[config.mk]
export PLATFORM = sky130hd
export DESIGN_NAME = button_event_detector_flat
export DESIGN_NICKNAME = d
export VERILOG_FILES = /design/src/hw/rtl/bed_pkg.sv /design/src/hw/rtl/bed_in_if.sv /design/src/hw/rtl/bed_out_if.sv /design/src/hw/rtl/bed_cfg_if.sv /design/src/hw/rtl/bed_lane.sv /design/src/hw/rtl/bed_merge.sv /design/src/hw/rtl/button_event_detector.sv /design/src/flat_wrapper.sv
export VERILOG_INCLUDE_DIRS = /design/src /design/src/hw/rtl
export SDC_FILE = /design/constraint.sdc
export NUM_CORES = 1
export LEC_CHECK = 0
export ABC_AREA = 1
export BUFFER_PORTS_ARGS = -buffer_cell sky130_fd_sc_hd__buf_4
export CAP_MARGIN = 15
export CORE_ASPECT_RATIO = 1.25
export CORE_UTILIZATION = 40
export DETAILED_ROUTE_END_ITERATION = 16
export REMOVE_ABC_BUFFERS = 1
export SYNTH_ARGS = -nofsm -noshare
export SYNTH_HDL_FRONTEND = slang
export SYNTH_SLANG_ARGS = --single-unit
[constraint.sdc]
create_clock -name clk_i -period 4.7 [get_ports clk_i]
set_input_delay 0.235 -clock clk_i [delete_from_list [all_inputs] [get_ports clk_i]]
set_output_delay 0.235 -clock clk_i [all_outputs]
set_load 0.005 [all_outputs]
[src/hw/rtl/button_event_detector_defines.svh]
// ----------------------------------------------------------------------------
// Button event detector assertion macros
// Concurrent check helpers clocked on clk_i and disabled while rst_ni is low.
// ----------------------------------------------------------------------------
`ifndef BUTTON_EVENT_DETECTOR_DEFINES_SVH
`define BUTTON_EVENT_DETECTOR_DEFINES_SVH

`ifndef NO_ASSERTIONS
// Same-cycle implication.
`define BED_ASSERT_IMPLIES(lbl, ante, cons) \
  lbl: assert property (@(posedge clk_i) disable iff (!rst_ni) (ante) |-> (cons)) \
    else $error("button event detector check failed");
// Next-cycle implication.
`define BED_ASSERT_NEXT(lbl, ante, cons) \
  lbl: assert property (@(posedge clk_i) disable iff (!rst_ni) (ante) |=> (cons)) \
    else $error("button event detector check failed");
`else
`define BED_ASSERT_IMPLIES(lbl, ante, cons)
`define BED_ASSERT_NEXT(lbl, ante, cons)
`endif

`endif

[src/hw/rtl/bed_pkg.sv]
// ----------------------------------------------------------------------------
// Button event detector package
// Shared types and constants for the key lanes and the event merge stage.
// ----------------------------------------------------------------------------
package bed_pkg;

  localparam int unsigned TimerW    = 17;
  localparam int unsigned EdgeW     = 4;
  localparam int unsigned ClicksW   = 3;
  localparam int unsigned KindW     = 3;
  localparam int unsigned KeyOutW   = 2;
  localparam int unsigned CfgIdxW   = 3;
  localparam int unsigned CfgDataW  = 16;
  localparam int unsigned MaskW     = 5;
  localparam int unsigned MsW       = 16;
  localparam int unsigned StepW     = 8;

  typedef enum logic [KindW-1:0] {
    EV_DOWN   = 3'd0,
    EV_UP     = 3'd1,
    EV_LONG   = 3'd2,
    EV_REPEAT = 3'd3,
    EV_MULTI  = 3'd4
  } ev_kind_e;

  typedef enum logic [CfgIdxW-1:0] {
    CFG_REPORT_MASK = 3'd0,
    CFG_LONG_PRESS  = 3'd1,
    CFG_REPEAT      = 3'd2,
    CFG_CLICK_GAP   = 3'd3,
    CFG_TICK_STEP   = 3'd4
  } cfg_idx_e;

  typedef struct packed {
    logic [MaskW-1:0] report_mask;
    logic [MsW-1:0]   long_press_ms;
    logic [MsW-1:0]   repeat_ms;
    logic [MsW-1:0]   click_gap_ms;
    logic [StepW-1:0] tick_step_ms;
  } bed_cfg_t;

  typedef struct packed {
    logic               valid;
    ev_kind_e           kind;
    logic [ClicksW-1:0] clicks;
  } bed_event_t;

  typedef struct packed {
    logic buf_busy;
    logic out_busy;
  } bed_merge_status_t;

endpackage

[src/hw/rtl/bed_in_if.sv]
// ----------------------------------------------------------------------------
// Scan tick channel
// One beat carries the pressed level of every key.
// ----------------------------------------------------------------------------
interface bed_in_if #(
  parameter int unsigned NUM_KEYS = 3
);
  logic                valid;
  logic                ready;
  logic [NUM_KEYS-1:0] pressed_keys;

  modport source (output valid, output pressed_keys, input ready);
  modport sink   (input valid, input pressed_keys, output ready);
endinterface

[src/hw/rtl/bed_out_if.sv]
// ----------------------------------------------------------------------------
// Key event channel
// One beat carries one key event.
// ----------------------------------------------------------------------------
interface bed_out_if;
  logic       valid;
  logic       ready;
  logic [1:0] key_index;
  logic [2:0] event_kind;
  logic [2:0] click_count;
  logic       last_event;

  modport source (output valid, output key_index, output event_kind,
                  output click_count, output last_event, input ready);
  modport sink   (input valid, input key_index, input event_kind,
                  input click_count, input last_event, output ready);
endinterface

[src/hw/rtl/bed_cfg_if.sv]
// ----------------------------------------------------------------------------
// Configuration write channel
// One beat writes one settings register by index.
// ----------------------------------------------------------------------------
interface bed_cfg_if;
  logic        valid;
  logic        ready;
  logic [2:0]  index;
  logic [15:0] data;

  modport source (output valid, output index, output data, input ready);
  modport sink   (input valid, input index, input data, output ready);
endinterface

[src/hw/rtl/bed_lane.sv]
// ----------------------------------------------------------------------------
// Key lane
// Per-key state machine; advances once per accepted scan tick.
// ----------------------------------------------------------------------------
module bed_lane #(
  parameter int unsigned MAX_CLICKS = 4
) (
  input  logic                clk_i,
  input  logic                rst_ni,
  input  logic                advance_i,
  input  logic                level_i,
  input  bed_pkg::bed_cfg_t   cfg_i,
  output bed_pkg::bed_event_t event_o
);
  import bed_pkg::*;

  typedef enum logic [2:0] {
    MODE_IDLE     = 3'd0,
    MODE_DEBOUNCE = 3'd1,
    MODE_HELD     = 3'd2,
    MODE_MULTI    = 3'd3,
    MODE_RELEASE  = 3'd4
  } mode_e;

  localparam logic [EdgeW-1:0] EdgeMax  = {EdgeW{1'b1}};
  localparam logic [EdgeW:0]   EdgeLim  = (EdgeW+1)'(2 * MAX_CLICKS);

  mode_e             mode_q, mode_d;
  logic              prev_q;
  logic [TimerW-1:0] hold_q, hold_d;
  logic [TimerW-1:0] rep_q, rep_d;
  logic [TimerW-1:0] gap_q, gap_d;
  logic [EdgeW-1:0]  edge_q, edge_d;
  logic              fired_q, fired_d;

  logic              same;
  logic [TimerW-1:0] step;
  logic [TimerW-1:0] hold_sum, rep_sum, gap_sum;

  assign same     = (level_i == prev_q);
  assign step     = TimerW'(cfg_i.tick_step_ms);
  assign hold_sum = TimerW'(hold_q + step);
  assign rep_sum  = TimerW'(rep_q + step);
  assign gap_sum  = TimerW'(gap_q + step);

  always_comb begin
    mode_d         = mode_q;
    hold_d         = hold_q;
    rep_d          = rep_q;
    gap_d          = gap_q;
    edge_d         = edge_q;
    fired_d        = fired_q;
    event_o.valid  = 1'b0;
    event_o.kind   = EV_DOWN;
    event_o.clicks = '0;
    case (mode_q)
      MODE_IDLE: begin
        if (level_i) mode_d = MODE_DEBOUNCE;
      end
      MODE_DEBOUNCE: begin
        if (same) begin
          mode_d        = MODE_HELD;
          event_o.valid = 1'b1;
          event_o.kind  = EV_DOWN;
        end else begin
          mode_d = MODE_IDLE;
        end
      end
      MODE_HELD: begin
        if (same) begin
          if (cfg_i.long_press_ms != '0) begin
            if (hold_q < TimerW'(cfg_i.long_press_ms)) begin
              hold_d = hold_sum;
              if (hold_sum >= TimerW'(cfg_i.long_press_ms)) begin
                fired_d       = 1'b1;
                event_o.valid = 1'b1;
                event_o.kind  = EV_LONG;
              end
            end else if (cfg_i.repeat_ms != '0) begin
              rep_d = rep_sum;
              if (rep_sum >= TimerW'(cfg_i.repeat_ms)) begin
                rep_d         = '0;
                fired_d       = 1'b1;
                event_o.valid = 1'b1;
                event_o.kind  = EV_REPEAT;
              end
            end
          end
        end else if (fired_q) begin
          fired_d = 1'b0;
          mode_d  = MODE_RELEASE;
        end else begin
          mode_d = MODE_MULTI;
        end
      end
      MODE_MULTI: begin
        if (!same) begin
          if (edge_q != EdgeMax) edge_d = EdgeW'(edge_q + 1'b1);
          gap_d = '0;
        end else begin
          gap_d = gap_sum;
          if (gap_sum > TimerW'(cfg_i.click_gap_ms)) begin
            // Runs longer than the click limit end silently.
            if ({1'b0, edge_q} <= EdgeLim) begin
              event_o.valid  = 1'b1;
              event_o.kind   = EV_MULTI;
              event_o.clicks = ClicksW'(edge_q >> 1);
            end
            gap_d  = '0;
            mode_d = MODE_RELEASE;
          end
        end
      end
      MODE_RELEASE: begin
        if (!level_i && same) begin
          event_o.valid = 1'b1;
          event_o.kind  = EV_UP;
          rep_d         = '0;
          hold_d        = '0;
          edge_d        = '0;
          mode_d        = MODE_IDLE;
        end
      end
      default: begin
        mode_d = mode_q;
      end
    endcase
  end

  always_ff @(posedge clk_i or negedge rst_ni) begin
    if (!rst_ni) begin
      mode_q  <= MODE_IDLE;
      prev_q  <= 1'b0;
      hold_q  <= '0;
      rep_q   <= '0;
      gap_q   <= '0;
      edge_q  <= '0;
      fired_q <= 1'b0;
    end else if (advance_i) begin
      mode_q  <= mode_d;
      prev_q  <= level_i;
      hold_q  <= hold_d;
      rep_q   <= rep_d;
      gap_q   <= gap_d;
      edge_q  <= edge_d;
      fired_q <= fired_d;
    end
  end

endmodule

[src/hw/rtl/bed_merge.sv]
// ----------------------------------------------------------------------------
// Event merge stage
// Captures the lane events of one tick and sends them out one beat each.
// ----------------------------------------------------------------------------
module bed_merge #(
  parameter int unsigned NUM_KEYS = 3
) (
  input  logic                       clk_i,
  input  logic                       rst_ni,
  input  logic                       tick_valid_i,
  output logic                       tick_ready_o,
  input  bed_pkg::bed_event_t        lane_ev_i [NUM_KEYS],
  input  logic [bed_pkg::MaskW-1:0]  report_mask_i,
  output logic                       out_valid_o,
  input  logic                       out_ready_i,
  output logic [bed_pkg::KeyOutW-1:0]  key_index_o,
  output logic [bed_pkg::KindW-1:0]    event_kind_o,
  output logic [bed_pkg::ClicksW-1:0]  click_count_o,
  output logic                       last_event_o,
  output bed_pkg::bed_merge_status_t status_o
);
  import bed_pkg::*;

  localparam int unsigned KeyIdxW = (NUM_KEYS > 1) ? $clog2(NUM_KEYS) : 1;

  logic [NUM_KEYS-1:0] pend_q, pend_d;
  ev_kind_e            kind_q   [NUM_KEYS];
  logic [ClicksW-1:0]  clicks_q [NUM_KEYS];

  logic                out_valid_q;
  logic [KeyOutW-1:0]  key_q;
  logic [KindW-1:0]    kind_out_q;
  logic [ClicksW-1:0]  clicks_out_q;
  logic                last_q;

  logic                sel_any;
  logic [KeyIdxW-1:0]  sel_idx;
  logic [NUM_KEYS-1:0] sel_hot;
  logic [NUM_KEYS-1:0] pend_left;
  logic                load;
  logic                accept;
  logic [NUM_KEYS-1:0] new_pend;

  // Pick the lowest pending key.
  always_comb begin
    sel_any = 1'b0;
    sel_idx = '0;
    sel_hot = '0;
    for (int k = 0; k < NUM_KEYS; k++) begin
      if (!sel_any && pend_q[k]) begin
        sel_any    = 1'b1;
        sel_idx    = KeyIdxW'(k);
        sel_hot[k] = 1'b1;
      end
    end
  end

  assign load         = sel_any && (!out_valid_q || out_ready_i);
  assign pend_left    = pend_q & ~(load ? sel_hot : '0);
  assign tick_ready_o = (pend_left == '0);
  assign accept       = tick_valid_i && tick_ready_o;

  // Drop events whose kind is masked off.
  always_comb begin
    for (int k = 0; k < NUM_KEYS; k++) begin
      new_pend[k] = lane_ev_i[k].valid && report_mask_i[lane_ev_i[k].kind];
    end
  end

  assign pend_d = accept ? new_pend : pend_left;

  always_ff @(posedge clk_i or negedge rst_ni) begin
    if (!rst_ni) begin
      pend_q      <= '0;
      out_valid_q <= 1'b0;
    end else begin
      pend_q      <= pend_d;
      out_valid_q <= load || (out_valid_q && !out_ready_i);
    end
  end

  always_ff @(posedge clk_i) begin
    if (accept) begin
      for (int k = 0; k < NUM_KEYS; k++) begin
        kind_q[k]   <= lane_ev_i[k].kind;
        clicks_q[k] <= lane_ev_i[k].clicks;
      end
    end
    if (load) begin
      key_q        <= KeyOutW'(sel_idx);
      kind_out_q   <= kind_q[sel_idx];
      clicks_out_q <= clicks_q[sel_idx];
      last_q       <= (pend_left == '0);
    end
  end

  assign out_valid_o       = out_valid_q;
  assign key_index_o       = key_q;
  assign event_kind_o      = kind_out_q;
  assign click_count_o     = clicks_out_q;
  assign last_event_o      = last_q;
  assign status_o.buf_busy = (pend_q != '0);
  assign status_o.out_busy = out_valid_q;

endmodule

[src/hw/rtl/button_event_detector.sv]
// ----------------------------------------------------------------------------
// Button event detector
// Debounces a bank of keys and reports down, up, long, repeat and multi-click.
// ----------------------------------------------------------------------------
// Usage:
//   tick_i  - one beat per scan tick, pressed_keys bit k high while key k is
//             pressed. All key lanes advance together on the accepted beat.
//   event_o - one beat per reported event, in key order within a tick;
//             last_event marks the final event of its tick. A tick with no
//             enabled event sends nothing.
//   cfg_i   - register writes by index (mask, long press, repeat, click gap,
//             tick step). Always ready; write only while the block is idle.
// Path: the first event of a tick passes the event buffer, then the output register.
// Throughput: a tick is taken every cycle while ticks yield at most one event and
//   event_o is ready; a tick with more events holds the next tick off while the
//   single output register drains the event buffer, one beat per ready cycle.
// Reset: every key goes idle and released, timers clear, registers return to
//   mask 1, long 1000, repeat 100, gap 300, step 10.
// Stall: the output register holds its beat; one tick's events wait in the
//   buffer behind it, and tick_i drops ready until that buffer can empty.
// ----------------------------------------------------------------------------
`include "button_event_detector_defines.svh"

module button_event_detector #(
  parameter int unsigned NUM_KEYS   = 3,
  parameter int unsigned MAX_CLICKS = 4
) (
  input  logic         clk_i,
  input  logic         rst_ni,
  bed_in_if.sink       tick_i,
  bed_out_if.source    event_o,
  bed_cfg_if.sink      cfg_i
);
  import bed_pkg::*;

  bed_cfg_t          cfg_q;
  bed_event_t        lane_ev [NUM_KEYS];
  bed_merge_status_t merge_st;
  logic              tick_ready;
  logic              tick_take;

  // Settings registers: shared by every lane.
  assign cfg_i.ready = 1'b1;

  always_ff @(posedge clk_i or negedge rst_ni) begin
    if (!rst_ni) begin
      cfg_q.report_mask   <= MaskW'(1);
      cfg_q.long_press_ms <= MsW'(1000);
      cfg_q.repeat_ms     <= MsW'(100);
      cfg_q.click_gap_ms  <= MsW'(300);
      cfg_q.tick_step_ms  <= StepW'(10);
    end else if (cfg_i.valid) begin
      case (cfg_i.index)
        CFG_REPORT_MASK: cfg_q.report_mask   <= cfg_i.data[MaskW-1:0];
        CFG_LONG_PRESS:  cfg_q.long_press_ms <= cfg_i.data[MsW-1:0];
        CFG_REPEAT:      cfg_q.repeat_ms     <= cfg_i.data[MsW-1:0];
        CFG_CLICK_GAP:   cfg_q.click_gap_ms  <= cfg_i.data[MsW-1:0];
        CFG_TICK_STEP:   cfg_q.tick_step_ms  <= cfg_i.data[StepW-1:0];
        default: begin
          // Unknown index: drop the write.
        end
      endcase
    end
  end

  assign tick_i.ready = tick_ready;
  assign tick_take    = tick_i.valid && tick_ready;

  // One lane per key; each owns its state and advances on the tick beat.
  for (genvar k = 0; k < NUM_KEYS; k++) begin : g_lane
    bed_lane #(
      .MAX_CLICKS (MAX_CLICKS)
    ) u_lane (
      .clk_i     (clk_i),
      .rst_ni    (rst_ni),
      .advance_i (tick_take),
      .level_i   (tick_i.pressed_keys[k]),
      .cfg_i     (cfg_q),
      .event_o   (lane_ev[k])
    );
  end

  // Mask, buffer and serialize the lane events of one tick.
  bed_merge #(
    .NUM_KEYS (NUM_KEYS)
  ) u_merge (
    .clk_i         (clk_i),
    .rst_ni        (rst_ni),
    .tick_valid_i  (tick_i.valid),
    .tick_ready_o  (tick_ready),
    .lane_ev_i     (lane_ev),
    .report_mask_i (cfg_q.report_mask),
    .out_valid_o   (event_o.valid),
    .out_ready_i   (event_o.ready),
    .key_index_o   (event_o.key_index),
    .event_kind_o  (event_o.event_kind),
    .click_count_o (event_o.click_count),
    .last_event_o  (event_o.last_event),
    .status_o      (merge_st)
  );

  // A beat that is not the last of its tick leaves more events buffered.
  `BED_ASSERT_IMPLIES(a_not_last_has_more,
    merge_st.out_busy && !event_o.last_event, merge_st.buf_busy)
  // Only multi-click events carry a click count.
  `BED_ASSERT_IMPLIES(a_clicks_only_multi,
    event_o.valid && (event_o.event_kind != EV_MULTI), event_o.click_count == '0)
  // A tick accepted behind a non-final beat would break event order.
  `BED_ASSERT_IMPLIES(a_tick_after_last,
    tick_take && merge_st.out_busy && !event_o.ready, event_o.last_event)

endmodule
[src/flat_wrapper.sv]
// flat-port wrapper written by rule: the top's interface ports become plain ports
module button_event_detector_flat import bed_pkg::*;
#(
  parameter int unsigned NUM_KEYS   = 3,
  parameter int unsigned MAX_CLICKS = 4
)
  (clk_i, rst_ni, tick_i_valid, tick_i_pressed_keys, tick_i_ready, event_o_valid, event_o_key_index, event_o_event_kind, event_o_click_count, event_o_last_event, event_o_ready, cfg_i_valid, cfg_i_index, cfg_i_data, cfg_i_ready);
  bed_in_if #(.NUM_KEYS(NUM_KEYS)) tick_i_i ();
  bed_out_if event_o_i ();
  bed_cfg_if cfg_i_i ();
  input  logic clk_i;
  input  logic rst_ni;
  input wire logic [$bits(tick_i_i.valid)-1:0] tick_i_valid;
  input wire logic [$bits(tick_i_i.pressed_keys)-1:0] tick_i_pressed_keys;
  output wire logic [$bits(tick_i_i.ready)-1:0] tick_i_ready;
  output wire logic [$bits(event_o_i.valid)-1:0] event_o_valid;
  output wire logic [$bits(event_o_i.key_index)-1:0] event_o_key_index;
  output wire logic [$bits(event_o_i.event_kind)-1:0] event_o_event_kind;
  output wire logic [$bits(event_o_i.click_count)-1:0] event_o_click_count;
  output wire logic [$bits(event_o_i.last_event)-1:0] event_o_last_event;
  input wire logic [$bits(event_o_i.ready)-1:0] event_o_ready;
  input wire logic [$bits(cfg_i_i.valid)-1:0] cfg_i_valid;
  input wire logic [$bits(cfg_i_i.index)-1:0] cfg_i_index;
  input wire logic [$bits(cfg_i_i.data)-1:0] cfg_i_data;
  output wire logic [$bits(cfg_i_i.ready)-1:0] cfg_i_ready;
  assign tick_i_i.valid = tick_i_valid;
  assign tick_i_i.pressed_keys = tick_i_pressed_keys;
  assign tick_i_ready = tick_i_i.ready;
  assign event_o_valid = event_o_i.valid;
  assign event_o_key_index = event_o_i.key_index;
  assign event_o_event_kind = event_o_i.event_kind;
  assign event_o_click_count = event_o_i.click_count;
  assign event_o_last_event = event_o_i.last_event;
  assign event_o_i.ready = event_o_ready;
  assign cfg_i_i.valid = cfg_i_valid;
  assign cfg_i_i.index = cfg_i_index;
  assign cfg_i_i.data = cfg_i_data;
  assign cfg_i_ready = cfg_i_i.ready;
  button_event_detector #(.NUM_KEYS(NUM_KEYS), .MAX_CLICKS(MAX_CLICKS)) u_core (.clk_i(clk_i), .rst_ni(rst_ni), .tick_i(tick_i_i), .event_o(event_o_i), .cfg_i(cfg_i_i));
endmodule
[Word-level counts from Yosys, hierarchy flattened]
Memories as Yosys holds them, arrays and structs flattened. A register that Yosys moved wholly into a read port is not among the register bits.
Cells that the tools add are included.
Word-level totals
  word-level logic and storage cells: 342
  input bits: 27
  output and inout port bits: 12
  ROM bits: 0
  bits in registers: 248
  bits in latches: 0
  memories kept: 2
  memory bits (writable): 18
Operators by class
  shift operators: 0
  bitwise logic cells: 2
  div/mod/pow operators: 0
  mux-type cells: 149
  $add $sub $neg: 12
  $mul: 0
  $lt $le $gt $ge: 18
  reduce and logical (&&, ||, !) cells: 59
  equality and inequality tests: 70
Memories
  u_core.u_merge.clicks_q: depth 3, bits a word 3, rd ports 1, clocked after Yosys merged registers in 1, wr ports 3, line bed_merge.sv:28  | logic [ClicksW-1:0] clicks_q [NUM_KEYS];
  u_core.u_merge.kind_q: depth 3, bits a word 3, rd ports 1, clocked after Yosys merged registers in 1, wr ports 3, line bed_merge.sv:27  | ev_kind_e kind_q [NUM_KEYS];
Operator list (count)
  2-to-1 mux 17 bit: 33
  case mux 17 bit (2 select lines): 6
  adder 17 x 8 -> 17 bit: 9
  2-to-1 mux 4 bit: 33
  >= comparator 17 x 16 -> 1 bit: 6
  2-to-1 mux 3 bit: 23
  inequality test 2 bit, second input constant: 32
  2-to-1 mux 7 bit: 9
  greater-than comparator 17 x 16 -> 1 bit: 3
  < comparator 17 x 16 -> 1 bit: 3
  case mux 4 bit (4 select lines): 3
  case mux 3 bit (5 select lines): 3
  AND reduction 7 bit: 6
  AND reduction 6 bit: 6
  nonzero test 16 bit: 2
  2-to-1 mux 1 bit: 29
  equality test 3 x 2 -> 1 bit, second input constant: 8
  case mux 4 bit (2 select lines): 3
  inequality test 3 x 1 -> 1 bit, second input constant: 6
  AND reduction 2 bit: 8
  zero test 3 bit: 5
  AND reduction 5 bit: 3
  nonzero test 5 bit: 3
  inequality test 2 x 1 -> 1 bit, second input constant: 7
  16 further kinds: 61

[Logic depth before layout (Yosys ltp)]
Gate-level depths: netlist of run 1.
  depth after elaboration: 15
  gate-level depth with buffers: 31
  mapped depth without buffers: 31

[By module]
From an unflattened synthesis of run 1, not the netlist that was laid out.
Second synthesis, totals
  cells, all modules: 2976
  area, all modules: 22053.7 sq um
By module, submodules not included
  bed_lane at u_core.g_lane[1].u_lane: cells each 862, area an instance 6093.3 sq um, seq. area each 1501.4 sq um, times used 1
  bed_lane at u_core.g_lane[2].u_lane: cells each 872, area an instance 6083.3 sq um, seq. area each 1501.4 sq um, times used 1
  bed_lane at u_core.g_lane[0].u_lane: cells each 833, area an instance 5993.2 sq um, seq. area each 1501.4 sq um, times used 1
  button_event_detector: cells each 278, area an instance 2521.2 sq um, seq. area each 1546.5 sq um, times used 1
  bed_merge: cells each 131, area an instance 1362.6 sq um, seq. area each 910.9 sq um, times used 1

[Worst setup path after synthesis of run 1]
Ideal clock, no wire load.
  path type: register to register
  from: register u_core.cfg_q[1] in the netlist's numbering
  to: register u_core.u_merge.pend_q[2]
  arrival: 3970 ps
  setup slack: 609 ps
  buffers on the path: 0
  data required time: 4579 ps
  period minus slack after synthesis: 4091 ps
  stages on the path, launching flop included: 24
  path through: dfstp_2 -> inv_1 -> fa_1 -> nand3b_1 -> nand2_1 -> a21oi_1 -> o21ai_2 -> inv_1 -> nor4_1 -> nand3_1 -> xor2_1 -> inv_1 -> ha_1 -> a211o_1 -> a41oi_1 -> nand2_1 -> nand2_1 -> nand2_1 -> nand2_1 -> nand2_1 -> nor2_1 -> nand2_1 -> nand3_1 -> nand2_1
RTL lines
  start, declared: line button_event_detector.sv:36  | bed_cfg_t cfg_q;
  end signal, assigned: line bed_merge.sv:77  | pend_q <= pend_d;
  end, declared: line bed_merge.sv:26  | logic [NUM_KEYS-1:0] pend_q, pend_d;

==> results of run 1 <==
placed cells by master, fill, tap and decap left out, types with 27 or more instances in the layout:
cell type / synthesis / routed
nor3_1: 53 / 52
inv_1: 446 / 445
nand4_1: 29 / 29
nor2_1: 142 / 142
clkbuf_16: 0 / 30
nand2_1: 513 / 512
ha_1: 270 / 270
xor2_1: 112 / 111
edfxtp_1: 27 / 27
buf_4: 5 / 57
o21ai_0: 179 / 179
a21oi_1: 147 / 146
dfrtp_1: 229 / 225
nand3_1: 129 / 128
o22ai_1: 62 / 62
area by class of cell:
cell class | instances | share of cell area (%)
well taps | 658 | 3.63
clock buffers | 38 | 3.53
flip-flops and latches | 272 | 30.7
repair buffers | 67 | 2.42
multi-input cells | 1826 | 51.2
inverters | 457 | 7.60
clock inverters | 18 | 0.921
flip-flops by register name, indices dropped and copies added (netlist names), 9 cells and up:
name / flops
u_core.u_merge.clicks_q: 9
u_core.cfg_q: 61
u_core.u_merge.kind_q: 9
u_core.g_lane.u_lane.rep_q: 51
u_core.g_lane.u_lane.hold_q: 51
u_core.g_lane.u_lane.edge_q: 12
u_core.g_lane.u_lane.gap_q: 51
u_core.g_lane.u_lane.mode_q: 9
metal layers:
layer	vias up	track usage, %	wire length [microns]
met5	-	0	0
met3	106	2.20	2410
met2	373	40.2	28200
li1	8754	-	-
met4	0	9.04	2160
met1	8301	27.3	24300
cell usage after synthesis (13+ instances only):
cell / n
a32o_1: 13
o21ai_0: 179
clkbuf_1: 15
edfxtp_1: 27
ha_1: 270
xor2_1: 112
dfrtp_1: 229
inv_1: 446
nor2_1: 142
nand2_1: 513
a21oi_1: 147
nor4_1: 15
dfstp_2: 16
nand4_1: 29
o22ai_1: 62
nor3_1: 53
nand3_1: 129
worst max-delay path, delay by kind of cell (launching register included):
kind	cells	cell delay [ns]
xor gates and xnor gates	1	0.21
and+or+nand+nor	13	1.67
adders and majority gates	3	0.96
buffers and inverters	3	0.24
DFF	1	0.42
AOI/OAI and AO/OA	4	0.71
how the worst max path moves through the flow:
stage	endpoint	slack, ns
2_1_floorplan	u_core.u_merge.pend_q[2]	0.61
5_1_grt	u_core.g_lane[2].u_lane.mode_q[0]	0.004
3_5_place_dp	u_core.g_lane[0].u_lane.gap_q[0]	0.19
3_3_place_gp	u_core.g_lane[0].u_lane.gap_q[15]	0.21
6_report	u_core.u_merge.pend_q[2]	0.37
4_1_cts	u_core.g_lane[0].u_lane.gap_q[0]	0.17
stage by stage:
stage / util [%] / std cells / hold slack (ns) / cell area, sq um / setup slack, ns
final: 45.0 / 3336 / 0.0332 / 22700 / 0.374
after CTS: 44.8 / 3332 / 0.0153 / 22600 / 0.174
after global placement: 42.7 / 3269 / 0.306 / 21500 / 0.209
after detailed placement: 42.7 / 3269 / 0.307 / 21500 / 0.192
after floorplan: - / 2555 / -0.0606 / 20300 / 0.609
after global routing: 45.0 / 3336 / 0.0378 / 22700 / 0.00391
repair_timing:
action                                 in CTS  in global routing
resized for setup                           0                 16
hold buffers                                7                  0
endpoints found under the hold margin      86                  0
setup buffers                               0                  3
setup endpoints to repair                   0                 50
power breakdown:
group / switching, mW / internal [mW]
Clock: 1.05 / 1.38
Combinational: 3.78 / 2.24
Sequential: 0.489 / 3.00
cells by family after synthesis:
kind of cell	Yosys count	share of synthesized area (%)
and+or+nand+nor	915	19.3
AOI/OAI and AO/OA	510	14.8
buffers and inverters	487	9.17
adders and majority gates	279	17.4
DFF	272	34.1
xor gates and xnor gates	121	5.19
other	1	0.0184
==> impl_metrics.env, run 1 <==
export IMPL_maxSlewHeadroom_pct=24.6
export IMPL_dpl_hpwl_microns=43700
export IMPL_grt_start_max_net_pins=94
export IMPL_ys_flop_type="dfrtp_1"
export IMPL_ff_latch_area_sq_um=6970
export IMPL_synth_distinct_cells=65
export IMPL_clock_fmax_mhz=231
export IMPL_cts_tree="yes"
export IMPL_status="finished, final reports clean"
export IMPL_drt_wl_total_microns=57100
export IMPL_cts_root_buffer="clkbuf_16"
export IMPL_path_common_cell="nand2_1"
export IMPL_multi_input_area_sq_um=11600
export IMPL_async_reset_ff_share_pct=90.1
export IMPL_synth_top_area_cell="dfrtp_1"
export IMPL_hp_start="cfg_i_data[12]"
export IMPL_finalHoldViolCount=0
export IMPL_period_needed_ns=4.33
export IMPL_worst_setup_path_end_kind="flip-flop"
export IMPL_clock_sinks=272
export IMPL_finalMaxSlewViolations=0
export IMPL_firstDrtPassIters=5
export IMPL_antennaDiodeCount=0
export IMPL_clkTransAtPathRegs_ns=0.06
export IMPL_cts_buffers=30
export IMPL_synth_top_area_share_pct=28.1
export IMPL_min_path_cells=3
export IMPL_worst_ep_arrival_time_ns=4.81
export IMPL_synth_area_per_cell_sq_um=7.89
export IMPL_port_buffers=37
export IMPL_synth_warnings=0
export IMPL_hold_path_class="in -> reg"
export IMPL_slowest_stage="fa_1"
export IMPL_die_w_microns=204
export IMPL_wire_per_inst_microns=17.1
export IMPL_tightest_slew_ns=1.13
export IMPL_die_area_sq_um=51900
export IMPL_io_pin_count=39
export IMPL_slowest_delay_ns=0.45
export IMPL_yosysSeqAreaShare_pct=34.1
export IMPL_insertion_delay_ns=0.60
export IMPL_antenna_found_initial=1
export IMPL_nNetsFinal=2960
export IMPL_synthTopCellsByArea="dfrtp_1 (28%), ha_1 (17%), nand2_1 (9.4%), inv_1 (8.2%), xor2_1 (4.8%)"
export IMPL_startpoint="u_core.cfg_q[0]"
export IMPL_grt_overflow=0
export IMPL_synth_edff_count=27
export IMPL_setup_tns_ns=0
export IMPL_p_leak_nw=11.8
export IMPL_vias_per_cell=5.26
export IMPL_cp_cell_sequence="ha_1 > inv_1 > fa_1 > nand3b_1 > nand2_1 > a21oi_1 > o21ai_2 > inv_1 > nor4_2 > nand3_1 > xor2_1 > inv_1 > ha_1 > a211o_1 > a41oi_1 > nand2_1 > nand2_1 > nand2_1 > nand2_1 > nand2_1 > nor2_1 > nand2_1 > nand3_1 > nand2_1"
export IMPL_drc=0
export IMPL_syn_inst=2585
export IMPL_ys_ff_latch=272
export IMPL_r2r_slack_ns=0.37
export IMPL_area_growth_pct=11.2
export IMPL_setup_viol=0
export IMPL_start_util_pct=40.5
export IMPL_ant_nets=0
export IMPL_r2r_end="u_core.u_merge.pend_q[2]"
export IMPL_max_cap_violations=0
export IMPL_fill_cells=5031
export IMPL_rsz0062_at_grt="no"
export IMPL_cp_required_ns=5.18
export IMPL_grt_pass1_vias=17500
export IMPL_critPathLaunchType="flip-flop"
export IMPL_min_to="u_core.cfg_q[20]"
export IMPL_total_power_mw=11.9
export IMPL_grt_util_all_layers_pct=22.4
export IMPL_drive_gt1_share_pct=7.32
export IMPL_clockBufferDepth=3
export IMPL_core_area_sq_um=50400
export IMPL_htree_levels=1
export IMPL_worstSetupPathType="reg -> reg"
export IMPL_num_rows=92
export IMPL_gp_congestion=0.889
export IMPL_vdd_drop_max_mv=0.290
export IMPL_vias=17500
export IMPL_cp_max_fo=6
export IMPL_syn_area_sq_um=20400
export IMPL_die_y_microns=255
export IMPL_drtIter0Drc=959
export IMPL_reg2reg_from="u_core.cfg_q[0]"
export IMPL_grt_pass1_wl_microns=91300
export IMPL_period_share_pct=92.0
export IMPL_fin_skew_ns=0.0300
export IMPL_rr_worst_depth=24
export IMPL_powerDensity_nw_per_um2=526
Power figures use the tool's default switching activity.
==> run 2, diff against run 1 <==
Settings changed: CORE_UTILIZATION 40 to 65, PLACE_DENSITY set to 0.82.
==> impl_metrics.env, run 2 (synthesis results as in run 1) <==
export IMPL_status="finished, final reports clean"
export IMPL_grt_start_max_net_pins=129
export IMPL_insertion_delay_ns=0.59
export IMPL_clock_sinks=272
export IMPL_grt_pass1_wl_microns=87000
export IMPL_vdd_drop_max_mv=0.355
export IMPL_wire_per_inst_microns=17.6
export IMPL_total_power_mw=12.0
export IMPL_cp_required_ns=5.17
export IMPL_die_w_microns=160
export IMPL_vias=18200
export IMPL_maxSlewHeadroom_pct=24.7
export IMPL_drc=0
export IMPL_drtIter0Drc=1353
export IMPL_grt_overflow=0
export IMPL_period_needed_ns=4.37
export IMPL_critPathLaunchType="flip-flop"
export IMPL_tightest_slew_ns=1.13
export IMPL_worst_ep_arrival_time_ns=4.84
export IMPL_setup_tns_ns=0
export IMPL_clkTransAtPathRegs_ns=0.06
export IMPL_worstSetupPathType="reg -> reg"
export IMPL_clock_fmax_mhz=229
export IMPL_cp_max_fo=6
export IMPL_slowest_stage="fa_1"
export IMPL_clockBufferDepth=3
export IMPL_period_share_pct=92.9
export IMPL_htree_levels=1
export IMPL_placed_area_sq_um=21200
export IMPL_cts_root_buffer="clkbuf_16"
export IMPL_vias_per_cell=5.90
export IMPL_die_area_sq_um=32100
export IMPL_fin_ws_ns=0.333
export IMPL_die_y_microns=200
export IMPL_core_area_sq_um=30900
export IMPL_dpl_hpwl_microns=41100
export IMPL_design_area_sq_um=22300
export IMPL_cp_cell_sequence="ha_1 > inv_1 > fa_1 > nand3b_1 > nand2_1 > a21oi_1 > o21ai_2 > inv_1 > nor4_2 > nand3_1 > xor2_1 > inv_1 > ha_1 > a211o_1 > a41oi_1 > nand2_1 > nand2_1 > nand2_1 > nand2_1 > nand2_1 > nor2_1 > nand2_1 > nand3_1 > nand2_1"
export IMPL_antennaDiodeCount=0
export IMPL_port_buffers=37
export IMPL_place_ws_ns=0.119
export IMPL_cts_tree="yes"
export IMPL_fin_cells=3076
export IMPL_drt_wl_total_microns=54300
export IMPL_largest_reg_flops=61
export IMPL_grt_pass1_vias=17800
export IMPL_path_common_cell="nand2_1"
export IMPL_dp_cells=3012
export IMPL_nNetsFinal=2951
export IMPL_max_flop_register="u_core.cfg_q"
export IMPL_setup_viol=0
export IMPL_ant_nets=0
export IMPL_final_common_cell="nand2_1"
export IMPL_area_growth_pct=9.33
export IMPL_start_util_pct=66.0
export IMPL_firstDrtPassIters=6
export IMPL_hold_path_class="in -> reg"
export IMPL_io_pin_count=39
export IMPL_gp_congestion=0.928
export IMPL_max_cap_violations=0
export IMPL_worst_setup_path_end_kind="flip-flop"
export IMPL_slowest_delay_ns=0.46
export IMPL_finalHoldViolCount=0
export IMPL_most_common_layout_cells="nand2_1 (513), inv_1 (445), ha_1 (270)"
export IMPL_finalMaxSlewViolations=0
export IMPL_fin_skew_ns=0.0151
export IMPL_grt_util_all_layers_pct=34.1
export IMPL_powerDensity_nw_per_um2=536
export IMPL_drive_gt1_share_pct=7.08
export IMPL_fin_util_pct=72.2
export IMPL_num_rows=72
export IMPL_whs_ns=0.0191
export IMPL_p_leak_nw=11.8
export IMPL_antenna_found_initial=0
export IMPL_cts_buffers=30
[run 2: cell count changes in the layout (fill, tap and decap cells not counted), moves of 2 or more]
cell	change
clkinvlp_4	-6
clkbuf_1	-3
a21boi_1	+2
buf_4	-8
a21boi_0	-2
clkbuf_8	+5
clkinv_2	+2
[run 2: repair_timing]
action	CTS	global route
endpoints found under the hold margin	61	0
setup buffers	0	1
gates resized for setup	0	16
setup endpoints to repair	0	51
hold buffers	6	0
[run 2: area by class of cell]
class                      count  area, sq um
multi-input combinational   1826        11600
sequential                   272         6970
fill                        2419         8590
clock inverter                15          169
clock buffer                  41          866
timing repair buffer          58          478
tap                          407          509
inverter                     457         1720
[run 2: report_power, final]
part / switching, mW / internal [mW]
Sequential: 0.514 / 3.00
Combinational: 3.75 / 2.23
Clock: 1.02 / 1.45
Total: 5.28 / 6.68
[run 2: path summary, 6_finish.rpt]
check	from	end	slack [ns]	depth (start not counted)
worst max-delay path	u_core.g_lane[2].u_lane.rep_q[0]	u_core.u_merge.pend_q[2]	0.33	24
worst min-delay path	cfg_i_data[10]	u_core.cfg_q[50]	0.02	3
worst max register to register	u_core.g_lane[2].u_lane.rep_q[0]	u_core.u_merge.pend_q[2]	0.33	24
worst min register to register	u_core.g_lane[1].u_lane.prev_q	u_core.g_lane[1].u_lane.prev_q	0.49	2
max in group asynchronous	rst_ni	u_core.g_lane[1].u_lane.rep_q[14]	3.35	3
min in group asynchronous	rst_ni	u_core.g_lane[2].u_lane.hold_q[12]	0.16	2
[run 2: worst max-delay path: cells and delay by family (launching register included)]
family | cells | cell delay [ns]
compound gates | 4 | 0.76
buf+inv | 3 | 0.26
fa+ha+maj | 3 | 0.96
simple gates | 13 | 1.72
xor+xnor | 1 | 0.22
flops | 1 | 0.35
[run 2: routing by layer]
layer  track usage [%]  part of all wire [%]  vias up  wire length (microns)
li1                  -                     -     8751                      -
met1              40.8                    40     8568                  21900
met2              58.6                    47      637                  25700
met3              4.44                   5.9      196                   3190
met4              21.6                   6.4        0                   3460
met5                 0                     0        -                      0
==> run 3, diff against run 2 <==
Settings changed: PLACE_DENSITY 0.82 to 0.85.
==> impl_metrics.env, run 3 (synthesis results as in run 1) <==
export IMPL_area_growth_pct=9.12
export IMPL_grt_pass1_vias=17900
export IMPL_clock_sinks=272
export IMPL_rsz0062_at_grt="yes"
export IMPL_use_met2_pct=59.8
export IMPL_io_pin_count=39
export IMPL_r2r_slack_ns=0.28
export IMPL_period_needed_ns=4.42
export IMPL_tightest_slew_ns=1.11
export IMPL_max_cap_violations=0
export IMPL_firstDrtPassIters=6
export IMPL_finalMaxSlewViolations=0
export IMPL_final_common_cell="nand2_1"
export IMPL_status="finished, final reports clean"
export IMPL_drtIter0Drc=1427
export IMPL_clockBufferDepth=3
export IMPL_ant_nets=0
export IMPL_clock_fmax_mhz=226
export IMPL_worst_setup_path_end_kind="flip-flop"
export IMPL_cp_max_fo=6
export IMPL_period_share_pct=94.0
export IMPL_vias_per_cell=5.99
export IMPL_path_delay_family="simple AND/OR/NAND/NOR gates"
export IMPL_rr_worst_depth=24
export IMPL_drive_gt1_share_pct=6.94
export IMPL_die_area_sq_um=32100
export IMPL_die_w_microns=160
export IMPL_design_area_sq_um=22300
export IMPL_slowest_stage="fa_1"
export IMPL_cts_root_buffer="clkbuf_16"
export IMPL_htree_levels=1
export IMPL_largest_reg_flops=61
export IMPL_r2r_end="u_core.u_merge.pend_q[2]"
export IMPL_slowest_delay_ns=0.45
export IMPL_gp_congestion=0.908
export IMPL_min_path_cells=3
export IMPL_antennaDiodeCount=0
export IMPL_path_common_cell="nand2_1"
export IMPL_die_y_microns=200
export IMPL_drt_wl_total_microns=54500
export IMPL_cts_buffers=29
export IMPL_hp_start="cfg_i_data[8]"
export IMPL_most_common_layout_cells="nand2_1 (511), inv_1 (446), ha_1 (270)"
export IMPL_powerDensity_nw_per_um2=540
export IMPL_maxSlewHeadroom_pct=26.2
export IMPL_p_leak_nw=11.7
export IMPL_path_depth=24
export IMPL_placed_area_sq_um=21100
export IMPL_cts_setup_buffers=0
export IMPL_num_rows=72
export IMPL_vdd_drop_max_mv=0.406
export IMPL_grt_overflow=0
export IMPL_cts_tree="yes"
export IMPL_reg2reg_from="u_core.cfg_q[0]"
export IMPL_fin_cells=3072
export IMPL_grt_pass1_wl_microns=87400
export IMPL_worst_ep_arrival_time_ns=4.89
export IMPL_core_area_sq_um=30900
export IMPL_cp_cell_sequence="ha_1 > inv_1 > fa_1 > nand3b_1 > nand2_1 > a21oi_1 > o21ai_2 > inv_1 > nor4_2 > nand3_1 > xor2_1 > inv_1 > ha_1 > a211o_1 > a41oi_1 > nand2_1 > nand2_1 > nand2_1 > nand2_1 > nand2_1 > nor2_1 > nand2_1 > nand3_1 > nand2_1"
export IMPL_use_met3_pct=4.59
export IMPL_insertion_delay_ns=0.60
export IMPL_critPathBufInv=3
export IMPL_use_met1_pct=40.6
export IMPL_worstSetupPathType="reg -> reg"
export IMPL_finalHoldViolCount=0
export IMPL_fin_util_pct=72.1
export IMPL_top_usage_layer="met2"
export IMPL_dp_cells=3012
export IMPL_critPathLaunchType="flip-flop"
export IMPL_grt_start_max_net_pins=131
export IMPL_whs_ns=0.00702
export IMPL_total_power_mw=12.0
export IMPL_cp_required_ns=5.18
export IMPL_dpl_hpwl_microns=41000
export IMPL_grt_util_all_layers_pct=34.2
export IMPL_max_flop_register="u_core.cfg_q"
export IMPL_min_to="u_core.cfg_q[32]"
export IMPL_clkTransAtPathRegs_ns=0.06
export IMPL_port_buffers=37
export IMPL_nNetsFinal=2948
export IMPL_hold_path_class="in -> reg"
export IMPL_setup_viol=0
export IMPL_wire_per_inst_microns=17.7
export IMPL_drc=0
export IMPL_fin_skew_ns=0.0203
export IMPL_start_util_pct=66.0
export IMPL_vias=18400
export IMPL_antenna_found_initial=0
run 3: changes by cell type in the layout (fill, tap and decap cells not counted), moves of 2 or more:
cell        before  now
clkinvlp_4       0    4
clkbuf_8         7    2
nand2_2          7    9
nand2_1        513  511
bufinv_16        3    5
run 3: how the worst max path moves through the flow:
stage / startpoint / endpoint / slack (ns)
2_1_floorplan: u_core.cfg_q[1] / u_core.u_merge.pend_q[2] / 0.61
3_3_place_gp: u_core.cfg_q[5] / u_core.u_merge.pend_q[2] / 0.31
3_5_place_dp: u_core.cfg_q[5] / u_core.u_merge.pend_q[2] / 0.24
4_1_cts: u_core.cfg_q[5] / u_core.u_merge.pend_q[2] / 0.14
5_1_grt: u_core.cfg_q[0] / u_core.u_merge.pend_q[2] / -0.12
6_report: u_core.cfg_q[0] / u_core.u_merge.pend_q[2] / 0.28
run 3: worst reg2reg max path, cell delays in order (launching register included):
cell	delay [ns]
dfrtp_1	0.39
ha_1	0.18
inv_1	0.06
fa_1	0.45
nand3b_1	0.18
nand2_1	0.12
a21oi_1	0.11
o21ai_2	0.20
inv_1	0.11
nor4_2	0.19
nand3_1	0.12
xor2_1	0.24
inv_1	0.07
ha_1	0.31
a211o_1	0.27
a41oi_1	0.20
nand2_1	0.08
nand2_1	0.14
nand2_1	0.18
nand2_1	0.25
nand2_1	0.15
nor2_1	0.11
nand2_1	0.06
nand3_1	0.07
nand2_1	0.05
run 3: per-layer routing:
metal / share of wire, % / vias to the layer above
met1: 39 / 8732
met3: 7.3 / 196
met2: 48 / 760
met5: 0 / -
li1: - / 8727
met4: 5.8 / 0
run 3: cell type report:
class | count | area (sq um)
fill | 2347 | 8630
clock inverter | 19 | 249
inverter | 457 | 1720
clock buffer | 35 | 768
tap | 407 | 509
timing repair buffer | 56 | 452
sequential | 272 | 6970
multi-input combinational | 1826 | 11600
run 3: per-stage QoR:
stage	TNS [ns]	setup WS, ns
final	0	0.283
after global routing	-0.119	-0.119
after CTS	0	0.140
after detailed placement	0	0.242
after global placement	0	0.310
after floorplan	0	0.609
run 3: report_power, final:
part / switching [mW] / internal (mW) / leakage [nW] / total [mW]
logic: 3.78 / 2.23 / 7.97 / 6.01
clock network: 1.04 / 1.45 / 0.493 / 2.48
registers: 0.520 / 3.00 / 3.26 / 3.52
run 3: timing repair:
action | CTS | global route
hold buffers | 5 | 0
setup endpoints to repair | 0 | 46
endpoints found under the hold margin | 121 | 0
resized for setup | 0 | 16
